**src/ibs_pkg.sv**
```systemverilog
// shared constants, types and widths for the 4x4 binning sum block
// no dependencies

package ibs_pkg;

  // binning geometry
  localparam int BIN_FACTOR         = 4;
  localparam int BIN_LOG2           = 2;
  localparam int DEF_MAX_LINE_WIDTH = 4096;
  localparam int MAX_FRAME_ROWS     = 4096;

  // field and state widths
  localparam int PIX_W  = 16;
  localparam int HSUM_W = 18;
  localparam int SUM_W  = 20;
  localparam int CFG_W  = 13;
  localparam int ROW_W  = 12;

  // reset values of the configuration registers
  localparam logic [CFG_W-1:0] LINE_WIDTH_RST = CFG_W'(4096);
  localparam logic [CFG_W-1:0] FRAME_ROWS_RST = CFG_W'(4096);

  // configuration register indexes
  localparam int REG_IDX_W = 1;
  localparam logic [REG_IDX_W-1:0] REG_LINE_WIDTH = REG_IDX_W'(0);
  localparam logic [REG_IDX_W-1:0] REG_FRAME_ROWS = REG_IDX_W'(1);

  // position within a bin
  localparam logic [BIN_LOG2-1:0] BIN_FIRST = BIN_LOG2'(0);
  localparam logic [BIN_LOG2-1:0] BIN_LAST  = BIN_LOG2'(BIN_FACTOR - 1);

  // per-pixel position flags from the counter unit
  typedef struct packed {
    logic grp_start;   // first pixel of a horizontal group
    logic grp_end;     // last pixel of a group inside a whole bin column
    logic band_start;  // pixel sits in the first row of a band
    logic emit;        // this pixel completes a whole bin
    logic eor;         // completed bin is the last of its output row
    logic eof;         // completed bin is the last of the frame
  } pos_t;

endpackage

```
**src/ibs_pos.sv**
```systemverilog
// configuration registers, column and row counters, and bin position flags
// depends on ibs_pkg

module ibs_pos import ibs_pkg::*; #(
  parameter int MAX_LINE_WIDTH = DEF_MAX_LINE_WIDTH
) (
  input  logic                                      clk_i,
  input  logic                                      rst_ni,
  input  logic                                      cfg_we_i,
  input  logic [REG_IDX_W-1:0]                      cfg_idx_i,
  input  logic [CFG_W-1:0]                          cfg_data_i,
  input  logic                                      adv_i,
  output pos_t                                      pos_o,
  output logic [$clog2(MAX_LINE_WIDTH/BIN_FACTOR)-1:0] addr_o
);

  localparam int COL_W  = $clog2(MAX_LINE_WIDTH);
  localparam int CMP_W  = (CFG_W > COL_W + 1) ? CFG_W : COL_W + 1;
  localparam int ADDR_W = $clog2(MAX_LINE_WIDTH / BIN_FACTOR);
  localparam int RCMP_W = ROW_W + 1;

  logic [CFG_W-1:0]  line_width_q;
  logic [CFG_W-1:0]  frame_rows_q;
  logic [COL_W-1:0]  col_q, col_d;
  logic [ROW_W-1:0]  row_q, row_d;

  logic [CMP_W-1:0]  lw_ext, w_use, bins_x, bx_ext, col_next;
  logic [RCMP_W-1:0] fr_ext, h_use, bins_y, by_ext, row_next;
  logic              in_bin_col, in_bin_row, eor;

  // clamp the registers to the supported range
  always_comb begin
    lw_ext = CMP_W'(line_width_q);
    if (lw_ext < CMP_W'(BIN_FACTOR)) begin
      w_use = CMP_W'(BIN_FACTOR);
    end else if (lw_ext > CMP_W'(MAX_LINE_WIDTH)) begin
      w_use = CMP_W'(MAX_LINE_WIDTH);
    end else begin
      w_use = lw_ext;
    end
    fr_ext = RCMP_W'(frame_rows_q);
    if (fr_ext < RCMP_W'(BIN_FACTOR)) begin
      h_use = RCMP_W'(BIN_FACTOR);
    end else if (fr_ext > RCMP_W'(MAX_FRAME_ROWS)) begin
      h_use = RCMP_W'(MAX_FRAME_ROWS);
    end else begin
      h_use = fr_ext;
    end
  end

  assign bins_x     = w_use >> BIN_LOG2;
  assign bins_y     = h_use >> BIN_LOG2;
  assign bx_ext     = CMP_W'(col_q >> BIN_LOG2);
  assign by_ext     = RCMP_W'(row_q >> BIN_LOG2);
  assign in_bin_col = bx_ext < bins_x;
  assign in_bin_row = by_ext < bins_y;
  assign eor        = (bx_ext + CMP_W'(1)) == bins_x;

  always_comb begin
    pos_o.grp_start  = col_q[BIN_LOG2-1:0] == BIN_FIRST;
    pos_o.grp_end    = (col_q[BIN_LOG2-1:0] == BIN_LAST) && in_bin_col;
    pos_o.band_start = row_q[BIN_LOG2-1:0] == BIN_FIRST;
    pos_o.emit       = pos_o.grp_end && (row_q[BIN_LOG2-1:0] == BIN_LAST) && in_bin_row;
    pos_o.eor        = eor;
    pos_o.eof        = eor && ((by_ext + RCMP_W'(1)) == bins_y);
  end

  assign addr_o = ADDR_W'(col_q >> BIN_LOG2);

  // counters wrap when they reach or pass the width and height in use
  always_comb begin
    col_next = CMP_W'(col_q) + CMP_W'(1);
    row_next = RCMP_W'(row_q) + RCMP_W'(1);
    col_d    = col_q;
    row_d    = row_q;
    if (adv_i) begin
      if (col_next >= w_use) begin
        col_d = '0;
        row_d = (row_next >= h_use) ? '0 : row_next[ROW_W-1:0];
      end else begin
        col_d = col_next[COL_W-1:0];
      end
    end
  end

  always_ff @(posedge clk_i or negedge rst_ni) begin
    if (!rst_ni) begin
      line_width_q <= LINE_WIDTH_RST;
      frame_rows_q <= FRAME_ROWS_RST;
      col_q        <= '0;
      row_q        <= '0;
    end else begin
      col_q <= col_d;
      row_q <= row_d;
      if (cfg_we_i) begin
        case (cfg_idx_i)
          REG_LINE_WIDTH: line_width_q <= cfg_data_i;
          REG_FRAME_ROWS: frame_rows_q <= cfg_data_i;
          default: ;
        endcase
      end
    end
  end

endmodule

```
**config.mk**
```make
export PLATFORM = sky130hd
export DESIGN_NAME = ibs_pos
export DESIGN_NICKNAME = d
export VERILOG_FILES = /design/src/ibs_pkg.sv /design/src/ibs_pos.sv
export SDC_FILE = /design/constraint.sdc
export NUM_CORES = 1
export LEC_CHECK = 0
export BUFFER_PORTS_ARGS = -buffer_cell sky130_fd_sc_hd__clkbuf_2
export CORE_AREA = 2 2 82 143
export CTS_CLUSTER_DIAMETER = 150
export DETAILED_ROUTE_END_ITERATION = 8
export DIE_AREA = 0 0 84 145
export HOLD_SLACK_MARGIN = 0.15
export PLACE_DENSITY = 0.55
export SLEW_MARGIN = 15
export SYNTH_ARGS = -nofsm -noshare
export SYNTH_HDL_FRONTEND = slang
export SYNTH_SLANG_ARGS = --single-unit
```
**constraint.sdc**
```tcl
create_clock -name clk_i -period 3.3 [get_ports clk_i]
set_input_delay 0.33 -clock clk_i [delete_from_list [all_inputs] [get_ports clk_i]]
set_output_delay 0.33 -clock clk_i [all_outputs]
set_load 0.005 [all_outputs]
```
==> results.tsv <==
stage	metric	value	unit
yosys	cells after synthesis	461	
clocking	Clock transition at path regs	0.06	ns
yosys	area share of the leading cell type in the synthesized netlist	27.70	%
grt	overall fraction of global-route tracks in use	20.56	%
die	initial core utilization	39.28	%
yosys	Post-Synthesis Net Count	531	
drt	DR iter-0 viols	137	
critical_path	Slowest-stage cell, CP	sky130_fd_sc_hd__dfrtp_1	
clocking	CTS Sinks	50	
critical_path	stage delay of the slowest cell on the critical path	0.42	ns
die	Die Y-Extent	145	µm
finish	fill cell instance count of the final layout	1083	
clocking	deepest clock path buffer count	2	
clocking	Num CTS Buffers	5	
yosys	Async SR Flop Fraction	100.0	%
drt	average wire per cell in the routed design	19.27	µm
die	boundary pin count	34	
timing	Min Hold Slack	0.1539	ns
critical_path	kind of cell with the highest combined delay on the critical path	simple AND/OR/NAND/NOR gates	
yosys	XOR/XNOR Fraction of Synth Area	9.838	%
yosys	leading post-synthesis cells by cell area	sky130_fd_sc_hd__dfrtp_1 (28%), sky130_fd_sc_hd__ha_1 (15%), sky130_fd_sc_hd__mux2_2 (6.5%)	
timing	period utilisation layout	94.73	%
power	leakage power figure	2.216	nW
critical_path	Worst path most repeated cell	sky130_fd_sc_hd__nand3_1	
yosys	simple-gate area share of the yosys netlist	17.69	%
yosys	Mapped Avg Cell Area	9.407	µm²
drt	Met2 Wirelength	7.110	mm
drt	metal1 wirelength	4.286	mm
clocking	clock tree root driver cell	sky130_fd_sc_hd__clkbuf_16	
yosys	cell area after technology mapping	0.004337	mm²
critical_path	kind of end point of the critical path	flop	
drt	uppermost routed layer	met4	
grt	antenna violations before repair	0	
finish	antenna fix cells	0	
timing	final setup vio count	0	
yosys	Post-synth EDFFs	0	
placed_design	routability congestion estimate	0.9119	
timing	shortest period the worst path allows	3.126	ns
finish	signed area change from the synthesized netlist to the final layout	14.05	%
power	power density over cell area	604.6	mW/mm²
timing	headroom to the max-slew limit	40.50	%
timing	Worst Clk Skew	0.003962	ns
timing	maximum achievable frequency	319.9	MHz
finish	share of layout cells above drive strength 1	26.60	%
critical_path	CP startpoint	col_q[3]	
grt	global-route congestion overflow total	0	
clocking	number of H-tree branching levels	2	
yosys	post-synth top area cell	sky130_fd_sc_hd__dfrtp_1	
finish	number of non-filler instances in the completed layout	632	
critical_path	data arrival time at the worst-slack endpoint	3.30	ns
drt	via total after detailed routing	3616	
drt	met3 wire length	203	µm
drt	Pre-Repair DR Iteration Count	5	
finish	post-route design area	0.004946	mm²
yosys	multiplexer share of the synthesized area	6.722	%
die	Die Outline Area	0.01218	mm²
drt	post-route antenna net violation count	0	
critical_path	largest driver fanout on the critical path	9	
grt	largest net degree at the start of global routing	37	
timing	Pins Over Slew Limit	0	
critical_path	worst endpoint required time	3.47	ns
yosys	Yosys Warn Count	0	
placed_design	post-detailed-placement half-perimeter wirelength	10.20	mm
yosys	Seq cells post-synth	50	
yosys	largest family of logic cells by synthesized area	simple AND/OR/NAND/NOR gates	
die	row cnt	51	
run_status	run status	complete, no violations	
critical_path	crit-path cells	ha_1 -> nand3_1 -> nor2_2 -> nand2_1 -> buf_4 -> xnor2_1 -> ha_1 -> and4_1 -> o2111ai_1 -> nand3_1 -> nand3_1 -> buf_4 -> a22o_1	
drt	final wirelength	12.18	mm
clocking	clock tree from TritonCTS	done	
critical_path	WP buf/inv	2	
yosys	compound-gate portion of the synthesized area	16.27	%
clocking	insertion delay of the later-clocked pin in the worst-skew pair	0.29	ns
yosys	Adder-Cell Fraction of Synth Area	15.00	%
yosys	distinct cell type count of the synthesized netlist	65	
critical_path	R2R Path Start	col_q[3]	
die	area inside the core boundary	0.01104	mm²
timing	actual transition at the worst max-transition pin	0.8925	ns
yosys	most common flop cell mapped by yosys	sky130_fd_sc_hd__dfrtp_1	
placed_design	cell area after placement	0.004700	mm²
critical_path	path type of the worst setup path	reg -> reg	
timing	final hold viol count	0	
grt	via count of the first global-routing pass	3860	
finish	layout net count	569	
placed_design	count of input and output buffers	33	
drt	number of vias per cell	5.722	
placed_design	DP Cell Count	623	
yosys	sequential area share after synthesis	28.91	%
critical_path	startpoint class of the critical path	flop	
worst_hold_path	worst min-delay path category	in -> async	
die	die span in x	84	µm
power	Worst VDD drop	0.3343	mV
grt	first-pass GRT wire length	19.84	mm
job	max-cap violation count	0	
drt	Residual DRC	0	
[worst paths after layout]
check | slack (ns) | cells after the start | endpoint
setup / recovery | 0.17 | 13 | row_q[8]
hold reg to reg | 0.51 | 1 | line_width_q[1]
setup reg to reg | 0.17 | 13 | row_q[8]
max in group asynchronous | 2.36 | 2 | col_q[2]
hold / removal | 0.15 | 1 | fr_ext[4]
min in group clk_i | 0.29 | 3 | line_width_q[12]
[where the power goes]
group | internal [mW] | total [mW] | switching (mW) | leakage (nW)
clock | 0.358 | 0.579 | 0.221 | 0.0771
combinational | 0.695 | 1.51 | 0.813 | 1.54
sequential | 0.735 | 0.904 | 0.168 | 0.598
total | 1.79 | 2.99 | 1.20 | 2.22
[metrics by stage]
| stage | worst slack [ns] | utilization [%] | setup TNS, ns | power [mW] |
|---|---|---|---|---|
| global placement | 0.08133 | 42.57 | 0 | 2.354 |
| global route | -0.03131 | 44.80 | -0.03999 | 3.222 |
| floorplan | 0.2811 | - | 0 | 1.915 |
| detailed placement | 0.1078 | 42.57 | 0 | 2.385 |
| CTS | 0.01463 | 44.30 | 0 | 2.995 |
| finish | 0.1738 | 44.80 | 0 | 2.991 |
[final cells by class]
cell class	count	area [µm²]	area share [%]
clock inverters	2	37.54	0.7589
clock buffers	6	128.9	2.606
repair buffers	63	390.4	7.893
inverters	15	56.30	1.138
flip-flops and latches	50	1260	25.47
well taps	132	165.2	3.339
multi-input cells	364	2908	58.79
[synthesized netlist by cell type (8+ instances only)]
cell type / instances
sky130_fd_sc_hd__nand2b_1: 8
sky130_fd_sc_hd__inv_1: 14
sky130_fd_sc_hd__a21o_1: 15
sky130_fd_sc_hd__ha_1: 52
sky130_fd_sc_hd__nor2_1: 29
sky130_fd_sc_hd__xnor2_1: 31
sky130_fd_sc_hd__o21ai_0: 13
sky130_fd_sc_hd__xor2_1: 14
sky130_fd_sc_hd__dfrtp_1: 48
sky130_fd_sc_hd__mux2_2: 25
sky130_fd_sc_hd__nand3_1: 17
sky130_fd_sc_hd__clkbuf_1: 10
sky130_fd_sc_hd__buf_4: 13
sky130_fd_sc_hd__a22o_1: 9
sky130_fd_sc_hd__nand2_1: 43
[cells by family after synthesis]
family          Yosys count
compound gates           94
xor+xnor                 47
fa+ha+maj                52
buf+inv                  47
flops                    50
mux                      26
simple gates            145
[per-layer routing]
metal  up-vias  global-route usage, %
li1       1739                      -
met1      1774                  20.38
met4         0                  10.40
met3        36                  1.536
met5         -                      0
met2        67                  41.08
[flip-flops by register name, indices dropped and copies added, names as in the netlist]
signal / flops
row_q: 12
col_q: 12
fr_ext: 13
line_width_q: 13
[worst reg2reg max path, delay by kind of cell, from the launching register on]
kind | cells | cell delay, ns
DFF | 1 | 0.42
and+or+nand+nor | 6 | 1.14
buffers and inverters | 2 | 0.37
xor gates and xnor gates | 1 | 0.14
adders and majority gates | 2 | 0.50
AOI/OAI and AO/OA | 2 | 0.46
[placed cells by master (no fill, tap or decap), drive strengths merged, types with 15 or more instances in the layout]
cell type   n
ha         52
dfrtp      48
nand2      44
clkbuf     39
xnor2      32
buf        30
nor2       29
mux2       25
nand3      19
o21ai      17
a21o       15
xor2       15
inv        15
[what timing repair did]
action                                  CTS  global route
setup buffers                             1             0
pin swaps                                 4             3
hold buffers                              0             0
endpoints found under the setup margin    1            24
gates resized for setup                   3            15
(Power assumes the default switching activity.)
